--- config.mk ---
export PLATFORM = sky130hd
export DESIGN_NAME = ssp_queue
export DESIGN_NICKNAME = d
export VERILOG_FILES = /design/src/hdl/ssp_pkg.sv /design/src/hdl/ssp_queue.sv
export SDC_FILE = /design/constraint.sdc
export NUM_CORES = 1
export LEC_CHECK = 0
export ABC_CLOCK_PERIOD_IN_PS = 1900
export BUFFER_PORTS_ARGS = -buffer_cell sky130_fd_sc_hd__buf_2
export CORE_ASPECT_RATIO = 0.9
export CORE_MARGIN = 5
export CORE_UTILIZATION = 58
export DETAILED_ROUTE_END_ITERATION = 6
export HOLD_SLACK_MARGIN = 0.1
export PLACE_DENSITY = 0.81
export SLEW_MARGIN = 20
export SYNTH_ARGS = -nofsm -noshare
export SYNTH_HDL_FRONTEND = slang
export SYNTH_SLANG_ARGS = --single-unit
--- constraint.sdc ---
create_clock -name clk -period 1.9 [get_ports clk]
set_input_delay 0.38 -clock clk [delete_from_list [all_inputs] [get_ports clk]]
set_output_delay 0.38 -clock clk [all_outputs]
set_load 0.005 [all_outputs]
--- src/hdl/ssp_pkg.sv ---
`default_nettype none

package ssp_pkg;

	localparam int DEFAULT_VALUE_WIDTH = 64;
	localparam int SIZE_WIDTH          = 64;
	localparam int DEFAULT_QUEUE_DEPTH = 4;
	localparam int UNIT_COUNT          = 8;
	localparam int POWER_W             = 4;
	localparam int ACC_GROW            = 4;
	localparam int SCALE_GROW          = 10;
	localparam int BIN_SHIFT           = 10;
	localparam int BASE_DEC            = 1000;
	localparam int BIT_SHIFT           = 3;
	localparam logic [7:0] CASE_OFFSET = 8'd32;

	localparam logic [7:0] CH_ZERO  = "0";
	localparam logic [7:0] CH_NINE  = "9";
	localparam logic [7:0] CH_BIN   = "i";
	localparam logic [7:0] CH_BITS  = "b";
	localparam logic [7:0] CH_BYTES = "B";

	localparam logic [7:0] UNIT_LETTERS [UNIT_COUNT] = '{"K", "M", "G", "T", "P", "E", "Z", "Y"};

	typedef struct packed {
		logic [7:0] char_code;
		logic       last_char;
	} char_req_t;

	typedef struct packed {
		logic [SIZE_WIDTH-1:0] size_value;
		logic                  invalid;
		logic                  overflow;
	} size_rsp_t;

	typedef struct packed {
		logic [POWER_W-1:0] power;
		logic               binary;
		logic               bits;
		logic               invalid;
		logic               overflow;
	} job_ctl_t;

	typedef struct packed {
		logic full;
		logic empty;
	} q_status_t;

	// 1..8 for a unit letter in either case, 0 otherwise
	function automatic logic [POWER_W-1:0] unit_of(input logic [7:0] c);
		logic [POWER_W-1:0] u;
		u = '0;
		for (int j = 0; j < UNIT_COUNT; j++) begin
			if (c == UNIT_LETTERS[j] || c == UNIT_LETTERS[j] + CASE_OFFSET) begin
				u = POWER_W'(j + 1);
			end
		end
		return u;
	endfunction

endpackage

`default_nettype wire

--- src/hdl/ssp_queue.sv ---
`default_nettype none

module ssp_queue #(
	parameter int WIDTH = 8,
	parameter int DEPTH = ssp_pkg::DEFAULT_QUEUE_DEPTH
) (
	input  wire logic          clk,
	input  wire logic          arst_n,
	input  wire logic          push,
	input  wire logic [WIDTH-1:0] push_data,
	input  wire logic          pop,
	output logic [WIDTH-1:0]   head_data,
	output ssp_pkg::q_status_t status
);

	localparam int PTR_W = (DEPTH > 1) ? $clog2(DEPTH) : 1;
	localparam int CNT_W = $clog2(DEPTH + 1);

	logic [WIDTH-1:0] mem_q [DEPTH];
	logic [PTR_W-1:0] wr_ptr_q, rd_ptr_q;
	logic [CNT_W-1:0] cnt_q;

	assign status.full  = (cnt_q == CNT_W'(DEPTH));
	assign status.empty = (cnt_q == '0);
	assign head_data    = mem_q[rd_ptr_q];

	always_ff @(posedge clk) begin
		if (push) begin
			mem_q[wr_ptr_q] <= push_data;
		end
	end

	always_ff @(posedge clk or negedge arst_n) begin
		if (!arst_n) begin
			wr_ptr_q <= '0;
			rd_ptr_q <= '0;
			cnt_q    <= '0;
		end else begin
			if (push) begin
				wr_ptr_q <= (wr_ptr_q == PTR_W'(DEPTH - 1)) ? '0 : wr_ptr_q + 1'b1;
			end
			if (pop) begin
				rd_ptr_q <= (rd_ptr_q == PTR_W'(DEPTH - 1)) ? '0 : rd_ptr_q + 1'b1;
			end
			if (push && !pop) begin
				cnt_q <= cnt_q + 1'b1;
			end else if (pop && !push) begin
				cnt_q <= cnt_q - 1'b1;
			end
		end
	end

endmodule

`default_nettype wire

==> results of run 1 <==
==> what timing repair did <==
item | in CTS | in global routing
gates resized for setup | 1 | 0
hold buffers | 1 | 0
setup endpoints to repair | 6 | 8
endpoints found under the hold margin | 7 | 0
cloned | 0 | 0
setup buffers | 0 | 0
==> metrics by stage <==
step           setup slack, ns  instance area, um^2  instances  utilization
6_report               0.00148                 1770        137        0.700
5_1_grt                -0.0641                 1770        137        0.700
4_1_cts                -0.0207                 1770        137        0.700
3_5_place_dp             0.258                 1710        128        0.675
3_3_place_gp             0.291                 1710        128        0.675
2_1_floorplan            0.455                 1570         79            -
==> final cells by class <==
type                            instances  area share
Tap cell                               28      0.0198
Sequential cell                        39       0.641
Multi-Input combinational cell         33       0.225
Timing Repair Buffer                   24      0.0755
Inverter                                5      0.0106
Clock inverter                          1     0.00282
Clock buffer                            7      0.0254
==> state kept, by name (all words and copies together) (netlist names) <==
signal	cells
mem_q	32
cnt_q	3
rd_ptr_q	2
wr_ptr_q	2
==> logic make-up after synthesis <==
group / Yosys count / share of synthesized area
xor+xnor: 3 / 0.0167
mux: 11 / 0.136
flops: 39 / 0.724
compound gates: 2 / 0.00637
buf+inv: 7 / 0.0223
simple gates: 10 / 0.0343
fa+ha+maj: 7 / 0.0606
==> placed cells by master (no fill, tap or decap), drive strengths merged <==
cell / instances
edfxtp: 32
buf: 23
mux4: 8
dfrtp: 7
clkbuf: 7
ha: 6
inv: 5
and2: 4
mux2: 3
o21ai: 2
nor2: 2
xor2: 2
nor3: 1
nor3b: 1
xnor2: 1
nand3: 1
nand2: 1
fa: 1
clkinv: 1
dlygate4sd3: 1
==> path summary, 6_finish.rpt <==
check                                     to  slack, ns  cells after the start
worst max register to register   mem_q[0][4]       0.45                      3
worst min-delay path             mem_q[3][5]       0.26                      1
worst max-delay path            head_data[0]      0.001                      3
min in group asynchronous           cnt_q[1]       0.39                      2
max in group asynchronous        rd_ptr_q[0]       1.35                      2
worst min register to register      cnt_q[2]       0.50                      1
==> where the power goes <==
| group | internal (mW) | leakage [nW] | switching (mW) |
|---|---|---|---|
| clock | 0.144 | 0.0293 | 0.245 |
| combinational | 0.417 | 0.271 | 0.320 |
| sequential | 1.12 | 0.377 | 0.128 |
==> synth_stat cells (all sizes together) <==
cell,number
and2,4
fa,1
nor3b,1
xnor2,1
nor2,2
edfxtp,32
mux2,3
inv,5
dfrtp,7
nor3,1
mux4,8
nand2,1
ha,6
o21ai,2
nand3,1
xor2,2
buf,2
==> routing by layer <==
metal	global-route usage	wire, um	vias up
li1	-	-	362
met1	0.191	1040	370
met2	0.230	1190	25
met3	0.0607	155	4
met4	0.0723	51	0
met5	0	0	-
==> impl_metrics.ini, run 1 <==
[sta]
rsz0062_at_grt = yes
fin_skew_ns = 0.00803
tightest_slew_ns = 0.431
final.setup.tns_ns = 0
holdWs_ns = 0.258
finalCritPeriodShare = 0.999
fmax_mhz = 527
hold_violations = 0
finalCriticalPeriod_ns = 1.90
slew_violations = 0
setup_viol = 0
max_slew_margin = 0.713

[setup_path]
critPathKind = reg -> out
critPathMaxStageDelay_ns = 0.51
critPathArrivalTime_ns = 1.52
rr_startpoint = wr_ptr_q[0]
critPathBufInv = 2
worst_ep_required_time_ns = 1.52
worstPathCellList = buf_6 > mux4_2 > buf_2
critPathCaptureType = output port
critPathTopFamily = multiplexers
crit_fanout = 6
crit_slowest_cell = mux4_2
cp-startpoint = rd_ptr_q[0]
startpoint_type = register

[route]
drt_iter0_markers = 33
finalWirelength_um = 2430
antenna_left = 0
dr.pass1.iters = 4
num_vias = 761
vias_per_cell = 5.55
drcViolationCount = 0
wl_per_cell_um = 17.7

[run]
max_cap_viol_count = 0

[cts]
cts_max_path_buffers = 2
cts.clk_slew.worst_paths_ns = 0.11
htree_levels = 2
worstSkewPairLatency_ns = 0.33
cts.sinks = 39
cts_buffers = 5
cts_root_buf = clkbuf_4
cts_tree = done

[final_layout]
n_antenna_cell = 0
fillCellCount = 162
drive_above_1_share = 0.367
multi_input_area_um2 = 399
regArea_um2 = 1140
syn_to_final_growth_pct = 12.9
fin_nets = 127

[synth]
syn_area_um2 = 1570
syn_nets = 98
yosys_warnings = 0
synth.top_cell.area_share = 0.612
ys_ff_latch = 39
synth_cell_type_count = 18
yosysSeqAreaShare = 0.724
synth_top_area_cell = edfxtp_1
syn-instance-count = 79
avgSynthCellArea_um2 = 19.9
synthTopCellsByArea = edfxtp_1 61%, mux4_2 11%, dfrtp_1 11%

[pwr]
power_density_nw_per_um2 = 1340
power_leakage_nw = 0.677
ir_drop_v = 0.000885
total_power_mw = 2.38

[placement]
io_buffer_count = 21
dp.final_hpwl_um = 1680
gp_congestion = 0.685

[hold_path]
hp-class = in -> reg
hp-start = push_data[5]

[floorplan]
core_area_um2 = 2530
dieHeight_um = 59.4
die_w_um = 64.8
io_pins = 22
dieArea_um2 = 3850
initial_utilization = 0.620
rows = 17

[run_status]
status = complete, no violations

[global_routing]
gr-usage-all-layers = 0.152
grt_max_degree = 12
first_global_vias = 808
antenna_found_initial = 0
grt_overflow = 0
grt_pass1_wl_um = 4060
Note: power is estimated with default switching activity, not from simulation.
==> run 2: changes to the inputs <==
--- a/config.mk
+++ b/config.mk
@@ -7,12 +7,14 @@
 export LEC_CHECK = 0
 export ABC_CLOCK_PERIOD_IN_PS = 1900
 export BUFFER_PORTS_ARGS = -buffer_cell sky130_fd_sc_hd__buf_2
+export CELL_PAD_IN_SITES_DETAIL_PLACEMENT = 1
+export CELL_PAD_IN_SITES_GLOBAL_PLACEMENT = 1
 export CORE_ASPECT_RATIO = 0.9
 export CORE_MARGIN = 5
-export CORE_UTILIZATION = 58
+export CORE_UTILIZATION = 51
 export DETAILED_ROUTE_END_ITERATION = 6
 export HOLD_SLACK_MARGIN = 0.1
-export PLACE_DENSITY = 0.81
+export PLACE_DENSITY_LB_ADDON = 0.1
 export SLEW_MARGIN = 20
 export SYNTH_ARGS = -nofsm -noshare
 export SYNTH_HDL_FRONTEND = slang
==> impl_metrics.ini, run 2 (synthesis results as in run 1) <==
[cts]
worstSkewPairLatency_ns = 0.34
cts_tree = done
cts_root_buf = clkbuf_4
cts.sinks = 39
cts_buffers = 5
cts.clk_slew.worst_paths_ns = 0.12
cts_max_path_buffers = 2
htree_levels = 2

[route]
finalWirelength_um = 2790
drcViolationCount = 0
num_vias = 784
drt_iter0_markers = 36
dr.pass1.iters = 4
vias_per_cell = 5.12
antenna_left = 0
wl_per_cell_um = 18.2

[sta]
tightest_slew_ns = 0.446
finalCritPeriodShare = 0.998
slew_violations = 0
fmax_mhz = 527
holdWs_ns = 0.255
max_slew_margin = 0.702
hold_violations = 0
rsz0062_at_grt = yes
finalCriticalPeriod_ns = 1.90
fin_skew_ns = 0.00932
setup_viol = 0

[final_layout]
finalInstanceArea_um2 = 1840
final_cell_mix = 32 x edfxtp_1, 21 x buf_2, 8 x mux4_2
fin_nets = 129
drive_above_1_share = 0.405
instances_no_fill = 153
utilization = 0.609
n_antenna_cell = 0
regArea_um2 = 1140
multi_input_area_um2 = 399
fillCellCount = 292
final_common_cell = edfxtp_1
largestRegisters = mem_q (32), cnt_q (3)
regMostFlops = mem_q
largest_reg_flops = 32
syn_to_final_growth_pct = 17.1

[floorplan]
initial_utilization = 0.520
dieHeight_um = 62.6
io_pins = 22
rows = 19
dieArea_um2 = 4290
core_area_um2 = 3020
die_w_um = 68.5

[setup_path]
critPathKind = reg -> out
startpoint_type = register
crit_fanout = 4
critPathArrivalTime_ns = 1.52
critPathCaptureType = output port
worst_ep_required_time_ns = 1.52

[run]
max_cap_viol_count = 0

[pwr]
power_density_nw_per_um2 = 1410
power_leakage_nw = 0.702
ir_drop_v = 0.000790
total_power_mw = 2.59

[global_routing]
gr-usage-all-layers = 0.157
antenna_found_initial = 0
first_global_vias = 910
grt_max_degree = 14
grt_overflow = 0
grt_pass1_wl_um = 4740

[placement]
io_buffer_count = 21
placed_cell_area_um2 = 1720
gp_congestion = 0.777
place_inst = 141

[hold_path]
hp-class = in -> reg

[run_status]
status = complete, no violations
-- run 2: report_power, final --
part / internal [mW] / switching (mW)
clock network: 0.277 / 0.271
registers: 1.13 / 0.137
logic: 0.442 / 0.332
-- run 2: worst max-delay path, cell delays in order (launching register included) --
cell and delay (ns):
dfrtp_2 0.40, buf_6 0.13, mux4_2 0.51, buf_2 0.15
-- run 2: final timing paths --
| check | to | cells past startpoint | slack (ns) | startpoint |
|---|---|---|---|---|
| worst max-delay path | head_data[7] | 3 | 0.004 | rd_ptr_q[0] |
| worst min-delay path | mem_q[2][5] | 1 | 0.25 | push_data[5] |
| worst max register to register | mem_q[0][4] | 3 | 0.46 | wr_ptr_q[0] |
| worst min register to register | cnt_q[2] | 1 | 0.50 | cnt_q[2] |
| max in group asynchronous | rd_ptr_q[0] | 2 | 1.33 | arst_n |
| min in group asynchronous | wr_ptr_q[1] | 2 | 0.39 | arst_n |
-- run 2: final cells by class --
class,instances,area share
clock inverters,3,0.0238
well taps,42,0.0286
repair buffers,26,0.0810
clock buffers,5,0.0204
flip-flops and latches,39,0.619
multi-input cells,33,0.217
inverters,5,0.0102
-- run 2: metal layers --
| metal | GRT usage | vias to the layer above | share of wire |
|---|---|---|---|
| li1 | - | 362 | - |
| met1 | 0.203 | 397 | 0.43 |
| met2 | 0.247 | 23 | 0.52 |
| met3 | 0.0504 | 2 | 0.052 |
| met4 | 0.0521 | 0 | 0.0061 |
| met5 | 0 | - | 0 |
-- run 2: timing repair --
action	4_1_cts	5_1_grt
setup endpoints to repair	8	8
buffers inserted	3	0
endpoints found under the hold margin	7	0
gates resized for setup	3	0
hold buffers	1	0
-- run 2: stage by stage --
step	setup slack [ns]	TNS (ns)
after floorplan	0.455	0
after global placement	0.131	0
after CTS	-0.0143	-0.0472
after global routing	-0.0955	-0.553
final	0.00422	0
after detailed placement	0.0847	0
